<file path="src/hdl/fpdp_pkg.sv">
package fpdp_pkg;

  // Canonical quiet NaN for every NaN that the block produces.
  localparam logic [31:0] CANON_NAN = 32'h7FC0_0000;

  // Class of a product, settled before the mantissa path is used.
  typedef enum logic [1:0] {
    KIND_FIN,
    KIND_ZERO,
    KIND_INF,
    KIND_NAN
  } kind_e;

  // One rounded product on its way from the front to the back.
  typedef struct packed {
    logic [31:0] bits;
    logic        last;
  } prod_t;

  // Leading zero count of a 48-bit word; an all-zero word gives 48.
  function automatic logic [5:0] lzc48(input logic [47:0] v);
    logic [5:0] n;
    logic       hit;
    n   = '0;
    hit = 1'b0;
    for (int i = 47; i >= 0; i--) begin
      if (!hit) begin
        if (v[i]) begin
          hit = 1'b1;
        end else begin
          n = n + 6'd1;
        end
      end
    end
    return n;
  endfunction

endpackage

</file>
<file path="src/hdl/fpdp_if.sv">
// Element pair channel.
interface fpdp_in_if;
  logic        valid;
  logic        ready;
  logic [31:0] a_bits;
  logic [31:0] b_bits;
  logic        last_element;

  modport source (output valid, a_bits, b_bits, last_element, input ready);
  modport sink (input valid, a_bits, b_bits, last_element, output ready);
endinterface

// Result channel.
interface fpdp_out_if;
  logic        valid;
  logic        ready;
  logic [31:0] sum_bits;

  modport source (output valid, sum_bits, input ready);
  modport sink (input valid, sum_bits, output ready);
endinterface

</file>
<file path="src/hdl/fpdp_front.sv">
module fpdp_front (
  input  logic            clk_i,
  input  logic            rst_ni,
  input  logic            in_valid_i,
  output logic            in_ready_o,
  input  logic [31:0]     a_bits_i,
  input  logic [31:0]     b_bits_i,
  input  logic            last_i,
  output logic            push_o,
  input  logic            push_ready_i,
  output fpdp_pkg::prod_t push_data_o
);

  // Stage control: a stage moves on when it is empty or its successor moves.
  logic v1_q, v2_q, v3_q;
  logic adv1, adv2, adv3;

  assign adv3       = !v3_q || push_ready_i;
  assign adv2       = !v2_q || adv3;
  assign adv1       = !v1_q || adv2;
  assign in_ready_o = adv1;
  assign push_o     = v3_q;

  always_ff @(posedge clk_i or negedge rst_ni) begin
    if (!rst_ni) begin
      v1_q <= 1'b0;
      v2_q <= 1'b0;
      v3_q <= 1'b0;
    end else begin
      if (adv1) v1_q <= in_valid_i;
      if (adv2) v2_q <= v1_q;
      if (adv3) v3_q <= v2_q;
    end
  end

  // Stage 1: classify operands and multiply the mantissas.
  logic [7:0]  ea, eb;
  logic [22:0] fa, fb;
  logic        a_nan, b_nan, a_inf, b_inf, a_zero, b_zero;
  logic [23:0] ma, mb;
  logic [7:0]  eae, ebe;
  fpdp_pkg::kind_e kind1_d;

  assign ea = a_bits_i[30:23];
  assign eb = b_bits_i[30:23];
  assign fa = a_bits_i[22:0];
  assign fb = b_bits_i[22:0];
  assign a_nan  = (ea == 8'hFF) && (fa != '0);
  assign b_nan  = (eb == 8'hFF) && (fb != '0);
  assign a_inf  = (ea == 8'hFF) && (fa == '0);
  assign b_inf  = (eb == 8'hFF) && (fb == '0);
  assign a_zero = (ea == 8'h00) && (fa == '0);
  assign b_zero = (eb == 8'h00) && (fb == '0);
  assign ma  = {ea != 8'h00, fa};
  assign mb  = {eb != 8'h00, fb};
  assign eae = (ea == 8'h00) ? 8'd1 : ea;
  assign ebe = (eb == 8'h00) ? 8'd1 : eb;

  always_comb begin
    if (a_nan || b_nan || (a_inf && b_zero) || (a_zero && b_inf)) begin
      kind1_d = fpdp_pkg::KIND_NAN;
    end else if (a_inf || b_inf) begin
      kind1_d = fpdp_pkg::KIND_INF;
    end else if (a_zero || b_zero) begin
      kind1_d = fpdp_pkg::KIND_ZERO;
    end else begin
      kind1_d = fpdp_pkg::KIND_FIN;
    end
  end

  logic [47:0]     p1_q;
  logic [8:0]      esum1_q;
  logic            sign1_q, last1_q;
  fpdp_pkg::kind_e kind1_q;

  always_ff @(posedge clk_i) begin
    if (adv1) begin
      p1_q    <= ma * mb;
      esum1_q <= {1'b0, eae} + {1'b0, ebe};
      sign1_q <= a_bits_i[31] ^ b_bits_i[31];
      last1_q <= last_i;
      kind1_q <= kind1_d;
    end
  end

  // Stage 2: normalize the product so that its leading one is at the top.
  logic [5:0]         lz2;
  logic signed [10:0] e2_d;

  assign lz2  = fpdp_pkg::lzc48(p1_q);
  assign e2_d = $signed({2'b00, esum1_q}) - 11'sd126 - $signed({5'b00000, lz2});

  logic [47:0]        pn2_q;
  logic signed [10:0] e2_q;
  logic               sign2_q, last2_q;
  fpdp_pkg::kind_e    kind2_q;

  always_ff @(posedge clk_i) begin
    if (adv2) begin
      pn2_q   <= p1_q << lz2;
      e2_q    <= e2_d;
      sign2_q <= sign1_q;
      last2_q <= last1_q;
      kind2_q <= kind1_q;
    end
  end

  // Stage 3: denormalize if needed and round to nearest even.
  logic signed [10:0] sh_full;
  logic [5:0]         shc;
  logic [47:0]        sd;
  logic               lost;
  logic [23:0]        mant;
  logic               g, st, inc;
  logic [7:0]         efield;
  logic [30:0]        rnd;
  logic [31:0]        res3;

  always_comb begin
    sh_full = 11'sd1 - e2_q;
    shc     = '0;
    sd      = pn2_q;
    lost    = 1'b0;
    efield  = e2_q[7:0];
    if (e2_q < 11'sd1) begin
      shc    = (sh_full > 11'sd48) ? 6'd48 : sh_full[5:0];
      sd     = pn2_q >> shc;
      lost   = |(pn2_q & ~({48{1'b1}} << shc));
      efield = 8'h00;
    end
    mant = sd[47:24];
    g    = sd[23];
    st   = (|sd[22:0]) | lost;
    inc  = g && (st || mant[0]);
    rnd  = {efield, mant[22:0]} + {30'd0, inc};
  end

  always_comb begin
    unique case (kind2_q)
      fpdp_pkg::KIND_NAN:  res3 = fpdp_pkg::CANON_NAN;
      fpdp_pkg::KIND_INF:  res3 = {sign2_q, 8'hFF, 23'd0};
      fpdp_pkg::KIND_ZERO: res3 = {sign2_q, 31'd0};
      default: begin
        if (e2_q > 11'sd254) begin
          res3 = {sign2_q, 8'hFF, 23'd0};
        end else begin
          res3 = {sign2_q, rnd};
        end
      end
    endcase
  end

  always_ff @(posedge clk_i) begin
    if (adv3) begin
      push_data_o.bits <= res3;
      push_data_o.last <= last2_q;
    end
  end

endmodule

</file>
<file path="src/hdl/fpdp_fifo.sv">
module fpdp_fifo #(
  parameter int unsigned Depth = 4
) (
  input  logic            clk_i,
  input  logic            rst_ni,
  input  logic            push_i,
  output logic            push_ready_o,
  input  fpdp_pkg::prod_t push_data_i,
  output logic            head_valid_o,
  input  logic            pop_i,
  output fpdp_pkg::prod_t head_o
);

  localparam int unsigned PtrW = (Depth > 1) ? $clog2(Depth) : 1;
  localparam int unsigned CntW = $clog2(Depth + 1);

  fpdp_pkg::prod_t mem_q [Depth];
  logic [PtrW-1:0] wr_q, rd_q;
  logic [CntW-1:0] cnt_q;
  logic            do_push, do_pop;

  assign push_ready_o = (cnt_q != CntW'(Depth));
  assign head_valid_o = (cnt_q != '0);
  assign head_o       = mem_q[rd_q];
  assign do_push      = push_i && push_ready_o;
  assign do_pop       = pop_i && head_valid_o;

  // Storage is written at the tail of the queue.
  always_ff @(posedge clk_i) begin
    if (do_push) mem_q[wr_q] <= push_data_i;
  end

  // Pointers and fill count.
  always_ff @(posedge clk_i or negedge rst_ni) begin
    if (!rst_ni) begin
      wr_q  <= '0;
      rd_q  <= '0;
      cnt_q <= '0;
    end else begin
      if (do_push) wr_q <= (wr_q == PtrW'(Depth - 1)) ? '0 : wr_q + PtrW'(1);
      if (do_pop)  rd_q <= (rd_q == PtrW'(Depth - 1)) ? '0 : rd_q + PtrW'(1);
      if (do_push && !do_pop) begin
        cnt_q <= cnt_q + CntW'(1);
      end else if (do_pop && !do_push) begin
        cnt_q <= cnt_q - CntW'(1);
      end
    end
  end

  a_no_pop_empty: assert property (@(posedge clk_i) disable iff (!rst_ni)
    pop_i |-> cnt_q != '0)
    else $error("pop from an empty queue");

  a_cnt_bound: assert property (@(posedge clk_i) disable iff (!rst_ni)
    cnt_q <= CntW'(Depth))
    else $error("queue fill count out of range");

endmodule

</file>
<file path="src/hdl/fpdp_back.sv">
module fpdp_back (
  input  logic            clk_i,
  input  logic            rst_ni,
  input  logic            head_valid_i,
  input  fpdp_pkg::prod_t head_i,
  output logic            pop_o,
  output logic            out_valid_o,
  input  logic            out_ready_i,
  output logic [31:0]     sum_o
);

  logic [31:0] acc_q, acc_d;
  logic        out_valid_q, out_valid_d;
  logic [31:0] sum_d;
  logic        out_free;

  // Operand decode for the accumulate add.
  logic [31:0] x, y, big, sml;
  logic        x_nan, y_nan, x_inf, y_inf, swap, sub;
  logic [7:0]  eb_eff, es_eff, d;
  logic [26:0] m1, ext, m2;
  logic [27:0] s;
  logic [5:0]  lz, sh, lim;
  logic [26:0] n;
  logic [8:0]  en;
  logic [7:0]  efield;
  logic        inc;
  logic [30:0] rnd;

  assign x = acc_q;
  assign y = head_i.bits;

  always_comb begin
    x_nan  = (x[30:23] == 8'hFF) && (x[22:0] != '0);
    y_nan  = (y[30:23] == 8'hFF) && (y[22:0] != '0);
    x_inf  = (x[30:23] == 8'hFF) && (x[22:0] == '0);
    y_inf  = (y[30:23] == 8'hFF) && (y[22:0] == '0);
    swap   = y[30:0] > x[30:0];
    big    = swap ? y : x;
    sml    = swap ? x : y;
    eb_eff = (big[30:23] == 8'h00) ? 8'd1 : big[30:23];
    es_eff = (sml[30:23] == 8'h00) ? 8'd1 : sml[30:23];
    d      = eb_eff - es_eff;
    sub    = big[31] ^ sml[31];
    m1     = {big[30:23] != 8'h00, big[22:0], 3'b000};
    ext    = {sml[30:23] != 8'h00, sml[22:0], 3'b000};
    // Align the smaller operand, folding shifted-out bits into sticky.
    if (d >= 8'd27) begin
      m2 = {26'd0, ext != '0};
    end else begin
      m2 = (ext >> d[4:0]) | {26'd0, |(ext & ~({27{1'b1}} << d[4:0]))};
    end
    s = sub ? ({1'b0, m1} - {1'b0, m2}) : ({1'b0, m1} + {1'b0, m2});
    // Normalize, never below the smallest exponent.
    lz  = fpdp_pkg::lzc48({s[26:0], 21'd0});
    lim = (eb_eff > 8'd48) ? 6'd48 : 6'(eb_eff - 8'd1);
    sh  = (lz < lim) ? lz : lim;
    if (s[27]) begin
      n  = {s[27:2], s[1] | s[0]};
      en = {1'b0, eb_eff} + 9'd1;
    end else begin
      n  = s[26:0] << sh;
      en = {1'b0, eb_eff} - {3'd0, sh};
    end
    efield = n[26] ? en[7:0] : 8'h00;
    inc    = n[2] && (n[1] || n[0] || n[3]);
    rnd    = {efield, n[25:3]} + {30'd0, inc};
    // Special operands, exact zero and overflow override the datapath.
    if (x_nan || y_nan || (x_inf && y_inf && (x[31] != y[31]))) begin
      sum_d = fpdp_pkg::CANON_NAN;
    end else if (x_inf) begin
      sum_d = x;
    end else if (y_inf) begin
      sum_d = y;
    end else if (s == '0) begin
      sum_d = {x[31] & y[31], 31'd0};
    end else if (en >= 9'd255) begin
      sum_d = {big[31], 8'hFF, 23'd0};
    end else begin
      sum_d = {big[31], rnd};
    end
  end

  // A last transaction waits only while the result register is still held.
  assign out_free = !out_valid_q || out_ready_i;
  assign pop_o    = head_valid_i && (!head_i.last || out_free);

  always_comb begin
    acc_d       = acc_q;
    out_valid_d = out_valid_q;
    if (out_ready_i) out_valid_d = 1'b0;
    if (pop_o) begin
      acc_d = head_i.last ? 32'd0 : sum_d;
      if (head_i.last) out_valid_d = 1'b1;
    end
  end

  always_ff @(posedge clk_i or negedge rst_ni) begin
    if (!rst_ni) begin
      acc_q       <= '0;
      out_valid_q <= 1'b0;
    end else begin
      acc_q       <= acc_d;
      out_valid_q <= out_valid_d;
    end
  end

  // Result register.
  always_ff @(posedge clk_i) begin
    if (pop_o && head_i.last) sum_o <= sum_d;
  end

  assign out_valid_o = out_valid_q;

  a_acc_clear: assert property (@(posedge clk_i) disable iff (!rst_ni)
    (pop_o && head_i.last) |=> acc_q == '0)
    else $error("accumulator not cleared after a vector");

  a_out_cause: assert property (@(posedge clk_i) disable iff (!rst_ni)
    $rose(out_valid_q) |-> $past(pop_o && head_i.last))
    else $error("result raised without a last element");

endmodule

</file>
<file path="src/hdl/fp32_dot_product.sv">
// Streaming binary32 dot product.
// in_i carries one element pair per transaction (a_bits, b_bits, last_element).
// Each pair is multiplied with round-to-nearest-even, and the product is
// added to a running binary32 sum, rounded again; products are summed in order.
// On the transaction marked last, out_o delivers one transaction with the
// final sum in sum_bits, and the running sum returns to positive zero.
// Throughput is one pair per cycle while nothing stalls; the accumulate add
// is the loop that sets it. A result passes the three multiply stages, the
// product queue and then the add into the output register.
// Reset clears the running sum, the queue and all valid flags; the block
// is ready for a pair as soon as reset is released.
// When the receiver stalls, the result is held in the output register and
// further pairs keep being accepted and summed; only a second last element
// waits, and once the queue of FifoDepth products and the multiply stages
// fill up, in_i drops ready.
// NaN results are always returned as the quiet NaN 0x7FC00000.
module fp32_dot_product #(
  parameter int unsigned FifoDepth = 4
) (
  input logic       clk_i,
  input logic       rst_ni,
  fpdp_in_if.sink   in_i,
  fpdp_out_if.source out_o
);

  logic            push, push_ready, head_valid, pop;
  fpdp_pkg::prod_t push_data, head;

  // Multiply and round front end.
  fpdp_front u_front (
    .clk_i        (clk_i),
    .rst_ni       (rst_ni),
    .in_valid_i   (in_i.valid),
    .in_ready_o   (in_i.ready),
    .a_bits_i     (in_i.a_bits),
    .b_bits_i     (in_i.b_bits),
    .last_i       (in_i.last_element),
    .push_o       (push),
    .push_ready_i (push_ready),
    .push_data_o  (push_data)
  );

  // Product queue.
  fpdp_fifo #(
    .Depth (FifoDepth)
  ) u_fifo (
    .clk_i        (clk_i),
    .rst_ni       (rst_ni),
    .push_i       (push),
    .push_ready_o (push_ready),
    .push_data_i  (push_data),
    .head_valid_o (head_valid),
    .pop_i        (pop),
    .head_o       (head)
  );

  // Accumulator and result register.
  fpdp_back u_back (
    .clk_i        (clk_i),
    .rst_ni       (rst_ni),
    .head_valid_i (head_valid),
    .head_i       (head),
    .pop_o        (pop),
    .out_valid_o  (out_o.valid),
    .out_ready_i  (out_o.ready),
    .sum_o        (out_o.sum_bits)
  );

endmodule
</file>
<file path="src/flat_wrapper.sv">
// flat-port wrapper written by rule: the top's interface ports become plain ports
module fp32_dot_product_flat 
#(
  parameter int unsigned FifoDepth = 4
)
  (clk_i, rst_ni, in_i_valid, in_i_a_bits, in_i_b_bits, in_i_last_element, in_i_ready, out_o_valid, out_o_sum_bits, out_o_ready);
  fpdp_in_if in_i_i ();
  fpdp_out_if out_o_i ();
  input logic clk_i;
  input logic rst_ni;
  input wire logic [$bits(in_i_i.valid)-1:0] in_i_valid;
  input wire logic [$bits(in_i_i.a_bits)-1:0] in_i_a_bits;
  input wire logic [$bits(in_i_i.b_bits)-1:0] in_i_b_bits;
  input wire logic [$bits(in_i_i.last_element)-1:0] in_i_last_element;
  output wire logic [$bits(in_i_i.ready)-1:0] in_i_ready;
  output wire logic [$bits(out_o_i.valid)-1:0] out_o_valid;
  output wire logic [$bits(out_o_i.sum_bits)-1:0] out_o_sum_bits;
  input wire logic [$bits(out_o_i.ready)-1:0] out_o_ready;
  assign in_i_i.valid = in_i_valid;
  assign in_i_i.a_bits = in_i_a_bits;
  assign in_i_i.b_bits = in_i_b_bits;
  assign in_i_i.last_element = in_i_last_element;
  assign in_i_ready = in_i_i.ready;
  assign out_o_valid = out_o_i.valid;
  assign out_o_sum_bits = out_o_i.sum_bits;
  assign out_o_i.ready = out_o_ready;
  fp32_dot_product #(.FifoDepth(FifoDepth)) u_core (.clk_i(clk_i), .rst_ni(rst_ni), .in_i(in_i_i), .out_o(out_o_i));
endmodule
</file>
<file path="config.mk">
export PLATFORM = sky130hd
export DESIGN_NAME = fp32_dot_product_flat
export DESIGN_NICKNAME = d
export VERILOG_FILES = /design/src/hdl/fpdp_pkg.sv /design/src/hdl/fpdp_if.sv /design/src/hdl/fpdp_front.sv /design/src/hdl/fpdp_fifo.sv /design/src/hdl/fpdp_back.sv /design/src/hdl/fp32_dot_product.sv /design/src/flat_wrapper.sv
export SDC_FILE = /design/constraint.sdc
export NUM_CORES = 2
export LEC_CHECK = 0
export BUFFER_PORTS_ARGS = -buffer_cell sky130_fd_sc_hd__buf_2
export CORE_MARGIN = 5
export CORE_UTILIZATION = 50
export CTS_BUF_LIST = sky130_fd_sc_hd__clkbuf_8
export CTS_CLUSTER_SIZE = 30
export DETAILED_ROUTE_END_ITERATION = 8
export PLACE_DENSITY = 0.66
export RECOVER_POWER = 100
export SKIP_CTS_REPAIR_TIMING = 1
export SLEW_MARGIN = 20
export SYNTH_ARGS = -nofsm -noshare
export SYNTH_HDL_FRONTEND = slang
export SYNTH_SLANG_ARGS = --single-unit
</file>
<file path="constraint.sdc">
create_clock -name clk_i -period 86.2 [get_ports clk_i]
set_input_delay 17.24 -clock clk_i [delete_from_list [all_inputs] [get_ports clk_i]]
set_output_delay 17.24 -clock clk_i [all_outputs]
set_load 0.02 [all_outputs]
</file>
-- Word-level counts from Yosys, hierarchy flattened
Memories as Yosys holds them, arrays and structs flattened.
Index checks and enable logic that the tools add are counted.
- bitwise gates (word level): 10
- $lt $le $gt $ge: 8
- eq/ne operators: 11
- shift-type cells: 6
- reductions and logical operators: 68
- muxes and demuxes: 351
- multiply operators: 1
- add/sub/neg operators: 110
- operators with widths (operator ; number):
    2-to-1 mux 6 bit ; 170
    adder 6 x 1 -> 6 bit (second input constant) ; 94
    2-to-1 mux 32 bit ; 7
    2-to-1 mux 1 bit ; 156
    case mux 32 bit (3 select lines) ; 1
    zero test 23 bit ; 4
    nonzero test 23 bit ; 4
    adder 31 x 1 -> 31 bit ; 2
    2-to-1 mux 31 bit ; 2
    2-to-1 mux 27 bit ; 2
    AND 48 bit ; 1
    multiplier 24 x 24 -> 48 bit ; 1
    2-to-1 mux 8 bit ; 6
    inverter 48 bit ; 1
    OR reduction 48 bit ; 1
    left shift 48 x 6 -> 48 bit ; 1
    left shift 48 x 6 -> 48 bit (first input constant) ; 1
    right shift 48 x 6 -> 47 bit ; 1
    2-to-1 mux 47 bit ; 1
    == test 8 bit (second input constant) ; 4
    zero test 8 bit ; 4
    nonzero test 8 bit ; 4
    > comparator 31 bit ; 1
    adder 27 x 27 -> 28 bit ; 1
    46 further kinds ; 95
- memories: 1
- register bits: 232
- bits in writable memories: 132
- word-level logic and storage cells: 588
- memory list (memory ; words ; width ; rd ports ; clocked after Yosys merged registers in ; wr ports ; line ; RTL):
    u_core.u_fifo.mem_q ; 4 ; 33 ; 1 ; 0 ; 1 ; fpdp_fifo.sv:17 ; fpdp_pkg::prod_t mem_q [Depth];

-- Longest topological paths before layout
An unclocked memory read counts as a cell.
- word-level depth: 149
- depth in mapped cells: 172
- mapped depth without buffers: 158

-- Hierarchy
Synthesis repeated with hierarchy kept, for this count alone.
- cell total of the unflattened synthesis: 7133
- area, all modules: 60152.7 µm²
- by module, submodules not included (module ; instances ; cells each ; seq. area each (µm²) ; area each (µm²)):
    fpdp_front ; 1 ; 4296 ; 4789.6 ; 36436.2
    fpdp_back ; 1 ; 2627 ; 1786.7 ; 18462.7
    fpdp_fifo ; 1 ; 210 ; 4139.0 ; 5253.8

-- Least setup slack after synthesis
OpenSTA, ideal clock, no wires.
- path type: flip-flop to flip-flop
- start: register u_core.u_fifo.rd_q[0]
- end: register u_core.u_back.sum_o[17] (data pin)
- data required time: 85.942 ns
- setup slack: 53.512 ns
- path buffers: 20
- stages on the path, launching flop included: 162
- library setup time: 0.258 ns
- arrival time: 32.430 ns
- path through: dfrtp_1 buf_6 buf_6 buf_6 mux4_2 ha_1 nand4_1 nor4_1 nor2b_1 o21ai_1 nand2_1 buf_2 clkbuf_1 nor2_1 a21oi_1 nand3_1 nor2_1 nand4_1 (+126 left out) clkbuf_1 ha_1 nand2_1 inv_1 ha_1 a21o_1 a21oi_1 inv_1 a21oi_1 o21ai_0 a31o_1 a21oi_1 xor2_1 or3_1 nand4_1 buf_2 buf_2 nor2_1
- word-level cells in the longest chain between the ends: 148
- elaborated cells between the ends (all ways): 230
- classes of those cells: 54 x add/sub; 5 x order compare; 2 x eq/ne; 3 x shift; 142 x mux; 5 x bitwise; 18 x reduce/logical; 1 x memory
- ends and longest elaborated chain (element ; line ; RTL):
    from (decl) ; fpdp_fifo.sv:18 ; logic [PtrW-1:0] wr_q, rd_q;
    from (signal assigned) ; fpdp_fifo.sv:41 ; if (do_pop) rd_q <= (rd_q == PtrW'(Depth - 1)) ? '0 : rd_q + PtrW'(1);
    memory (4 x 33 bit) * ; -- ;
    > comparator 31 bit ; fpdp_back.sv:38 ; swap = y[30:0] > x[30:0];
    2-to-1 mux 32 bit (on tied branches) ; fpdp_back.sv:39, fpdp_back.sv:40 ;
    zero test 8 bit (on tied branches) ; fpdp_back.sv:41, fpdp_back.sv:42 ;
    2-to-1 mux 8 bit (on tied branches) ; fpdp_back.sv:41, fpdp_back.sv:42 ;
    subtractor 8 bit ; fpdp_back.sv:43 ; d = eb_eff - es_eff;
    left shift 27 x 5 -> 27 bit ; fpdp_back.sv:51 ; m2 = (ext >> d[4:0]) | {26'd0, |(ext & ~({27{1'b1}} << d[4:0]))};
    inverter 27 bit ; fpdp_back.sv:51 ;
    (+133 left out) ; -- ;
    logical AND 1 bit ; fpdp_back.sv:66 ; inc = n[2] && (n[1] || n[0] || n[3]);
    adder 31 x 1 -> 31 bit ; fpdp_back.sv:67 ; rnd = {efield, n[25:3]} + {30'd0, inc};
    2-to-1 mux 31 bit ; fpdp_back.sv:77 ; end else if (en >= 9'd255) begin
    2-to-1 mux 32 bit ; fpdp_back.sv:75 ; end else if (s == '0) begin
    2-to-1 mux 32 bit ; fpdp_back.sv:73 ; end else if (y_inf) begin
    2-to-1 mux 32 bit ; fpdp_back.sv:71 ; end else if (x_inf) begin
    2-to-1 mux 32 bit * ; fpdp_back.sv:69 ; if (x_nan || y_nan || (x_inf && y_inf && (x[31] != y[31]))) begin
    named net u_core.u_back.sum_d[17] ; fpdp_back.sv:14 ; logic [31:0] sum_d;
    to (signal assigned) ; fpdp_back.sv:110 ; if (pop_o && head_i.last) sum_o <= sum_d;
    to (decl) ; fpdp_back.sv:9 ; output logic [31:0] sum_o
Mark *: on every way through the listed nets, which the timed path passes. The rest lies on a longest branch.
A chain may end at the register's enable or synchronous reset.

-- Worst setup path after layout
- start: register u_core.u_fifo.rd_q[0]
- end: register u_core.u_back.acc_q[6]
- word-level cells in the longest chain between the ends: 149
- elaborated cells between the ends (all ways): 234
- classes of those cells: 54 x add/sub; 5 x order compare; 2 x eq/ne; 3 x shift; 143 x mux; 5 x bitwise; 21 x reduce/logical; 1 x memory
- ends and longest elaborated chain (element ; line ; RTL):
    memory (4 x 33 bit) * ; -- ;
    > comparator 31 bit ; fpdp_back.sv:38 ;
    2-to-1 mux 32 bit (on tied branches) ; fpdp_back.sv:39, fpdp_back.sv:40 ;
    zero test 8 bit (on tied branches) ; fpdp_back.sv:41, fpdp_back.sv:42 ;
    2-to-1 mux 8 bit (on tied branches) ; fpdp_back.sv:41, fpdp_back.sv:42 ;
    subtractor 8 bit ; fpdp_back.sv:43 ;
    left shift 27 x 5 -> 27 bit ; fpdp_back.sv:51 ;
    inverter 27 bit ; fpdp_back.sv:51 ;
    (+134 left out) ; -- ;
    adder 31 x 1 -> 31 bit ; fpdp_back.sv:67 ;
    2-to-1 mux 31 bit ; fpdp_back.sv:77 ;
    2-to-1 mux 32 bit ; fpdp_back.sv:75 ;
    2-to-1 mux 32 bit ; fpdp_back.sv:73 ;
    2-to-1 mux 32 bit ; fpdp_back.sv:71 ;
    2-to-1 mux 32 bit * ; fpdp_back.sv:69 ;
    named net u_core.u_back.sum_d[6] ; fpdp_back.sv:14 ;
    2-to-1 mux 32 bit * ; fpdp_back.sv:93 ; acc_d = head_i.last ? 32'd0 : sum_d;
    to (signal assigned) ; fpdp_back.sv:100 ; acc_q <= '0;
    to (signal assigned) ; fpdp_back.sv:103 ; acc_q <= acc_d;
    to (decl) ; fpdp_back.sv:12 ; logic [31:0] acc_q, acc_d;
Marked as above.

==> flow_summary.ini <==
[synthesis]
synth_edf_count = 321
synth_area_um2 = 58200
synth_ff_type = edfxtp_1
yosys_warnings = 0
synth_nets = 7905
synthDistinctLibCells = 124
ys_seq_elements = 364
ys_async_sr_fraction_pct = 11.8
netlist_instances = 6974
ys_seq_area_share_pct = 18.4
synth.avg_cell_area_um2 = 8.34

[timing]
tightest_slew_ns = 3.55
slew_headroom_pct = -137
rsz0062_at_grt = no
finalCritPeriodShare_pct = 51.3
fin_setup_tns_ns = 0
setup_viol = 0
finalMaxSlewViolations = 705
max_freq_mhz = 22.6
fin_crit_ns = 44.19
finClkSkew_ns = 0.0447
layout_setup_ws_ns = 42.01
hold_violations = 0

[layout]
final_cell_mix = 932 x nand2_1, 752 x inv_1, 541 x nor2_1
area_growth_pct = 4.57
regArea_um2 = 10700
stdcell_count = 8399
multi_input_area_um2 = 43200
layout.nets = 7758
final_common_cell = nand2_1
drive_gt1_share_pct = 6.20
fillers = 10900

[placed_design]
place_ws_ns = 48.21
numPortBuffers = 102
gp_congestion = 1.01
dp_cells = 8289
dp_hpwl_um = 148000

[grt]
grt_antenna_before_repair = 7
grt_max_degree = 65
grt_pass1_vias = 51700
grt_pass1_wl_um = 298000
grt_use_total_pct = 30.8
overflow = 0

[worst_setup_path]
cpMaxStageDelayCell = clkbuf_1
worstPathRequired_ns = 86.84
worst_setup_path_end_kind = flop
crit_path_frequent_cell = ha_1
reg2regPathDepth = 146
crit_family = compound AO/OA/AOI/OAI gates
critPathLaunchType = flop
critical_path_class = flop to flop
critPathMaxStageDelay_ns = 1.73
r2r-end = u_core.u_back.acc_q[6]
r2r_setup_slack_ns = 42.01
path_max_fanout = 44
arrival_ns = 44.83
rr_startpoint = u_core.u_fifo.rd_q[0]
crit_buf_inv = 12

[floorplan]
initial_utilization_pct = 50.2
pin_count = 103
die_w_um = 351
rows = 125
die-area_um2 = 123000
die_y_um = 351
coreArea_um2 = 116000

[clock_tree]
cts_buffer_depth = 3
clkLatencyLatePin_ns = 0.71
cts_sinks = 364
ctsHtreeMaxLevel = 2
cts_made_buffers = 60
cts_tree = done
cts-root-buf = clkbuf_8
clk_pin_slew_worst_paths_ns = 0.06

[routing]
via_count = 51900
post_drt_wl_per_cell_um = 22.9
first_iter_violations = 5062
viasPerCell = 6.18
drtAntennaViolNets = 0
drt_pass1_iterations = 7
drc_errors = 0
routed_wl_um = 193000

[min_path]
min_path_cells = 0
hp-start = u_core.u_front.last2_q
hold_path_class = flop to flop
worstHoldEndpoint = u_core.u_front.push_data_o[0]

[job]
drv_cap = 18

[run_status]
violations = max-capacitance violations, max-slew violations
outcome = complete, but fails checks
## cells by family (layout without fill, tap and decap cells)
family,after synthesis,in the layout,synth area share [%]
simple gates,2588,2588,21.4
compound gates,1341,1341,14.9
buf+inv,1128,1023,7.45
fa+ha+maj,867,867,24.9
flops,364,364,18.4
mux,358,358,7.55
xor+xnor,328,328,5.33
other cells,0,6,0
## layer usage
| layer | global-route usage [%] | wire, um |
|---|---|---|
| met3 | 5.34 | 16200 |
| met4 | 12.2 | 8420 |
| met2 | 50.4 | 88700 |
| met5 | 0 | 0 |
| met1 | 40.9 | 79300 |
## final cells by class
cell class	instances	area share [%]
Timing Repair Buffer	177	1.58
Multi-Input combinational cell	5482	71.1
Clock inverter	42	0.549
Tap cell	1524	3.14
Clock buffer	62	1.40
Antenna cell	6	0.0247
Sequential cell	364	17.6
Inverter	742	4.58
## synth_stat cells (55+ instances only)
cell | number | area share (%)
a211oi_1 | 60 | 0.77
nor3_1 | 136 | 1.2
and3_1 | 70 | 0.75
nand2_1 | 933 | 6.0
nand3_1 | 153 | 1.3
a21o_1 | 55 | 0.71
o21ai_0 | 297 | 2.6
xnor2_1 | 209 | 3.1
and2_1 | 285 | 3.1
nand4_1 | 72 | 0.77
nand2b_1 | 72 | 0.77
ha_1 | 374 | 8.0
or3_1 | 62 | 0.67
clkbuf_1 | 306 | 2.0
edfxtp_1 | 321 | 17
nor4_1 | 60 | 0.65
a21oi_1 | 387 | 3.3
mux4_2 | 58 | 2.2
inv_1 | 737 | 4.8
nor2b_1 | 71 | 0.76
fa_1 | 488 | 17
mux2i_1 | 240 | 4.1
mux2_2 | 58 | 1.1
xor2_1 | 100 | 1.5
nor2_1 | 544 | 3.5
## metrics by stage
step	hold slack, ns	utilization, %	cell area [um2]
after CTS	0.433	52.6	61000
after detailed placement	0.407	51.6	59800
after floorplan	0.400	-	58200
final	0.430	52.5	60800
after global placement	0.407	51.6	59800
after global routing	0.439	52.5	60800
## flip-flops by register name (all words and copies together) (netlist names), 3 cells and up
name	flops
u_core.u_front.e2_q	11
u_core.u_fifo.mem_q	132
u_core.u_back.sum_o	32
u_core.u_front.push_data_o	33
u_core.u_front.pn2_q	48
u_core.u_back.acc_q	32
u_core.u_front.esum1_q	9
u_core.u_fifo.cnt_q	3
u_core.u_front.p1_q	48
## worst max-delay path by stage
stage | start | endpoint | slack, ns | cells past startpoint
finish | u_core.u_fifo.rd_q[0] | u_core.u_back.acc_q[6] | 42.01 | 146
CTS | u_core.u_fifo.rd_q[0] | u_core.u_back.acc_q[6] | 48.07 | 146
detailed placement | u_core.u_fifo.rd_q[0] | u_core.u_back.acc_q[6] | 48.21 | 146
floorplan | u_core.u_fifo.rd_q[0] | u_core.u_back.sum_o[17] | 53.51 | 161
global placement | u_core.u_fifo.rd_q[0] | u_core.u_back.acc_q[6] | 49.20 | 146
global route | u_core.u_fifo.rd_q[0] | u_core.u_back.acc_q[6] | 38.78 | 146
Power is left out: the tool's default activity adds up to more than one toggle a clock period on the data nets, which glitch-free logic cannot reach.
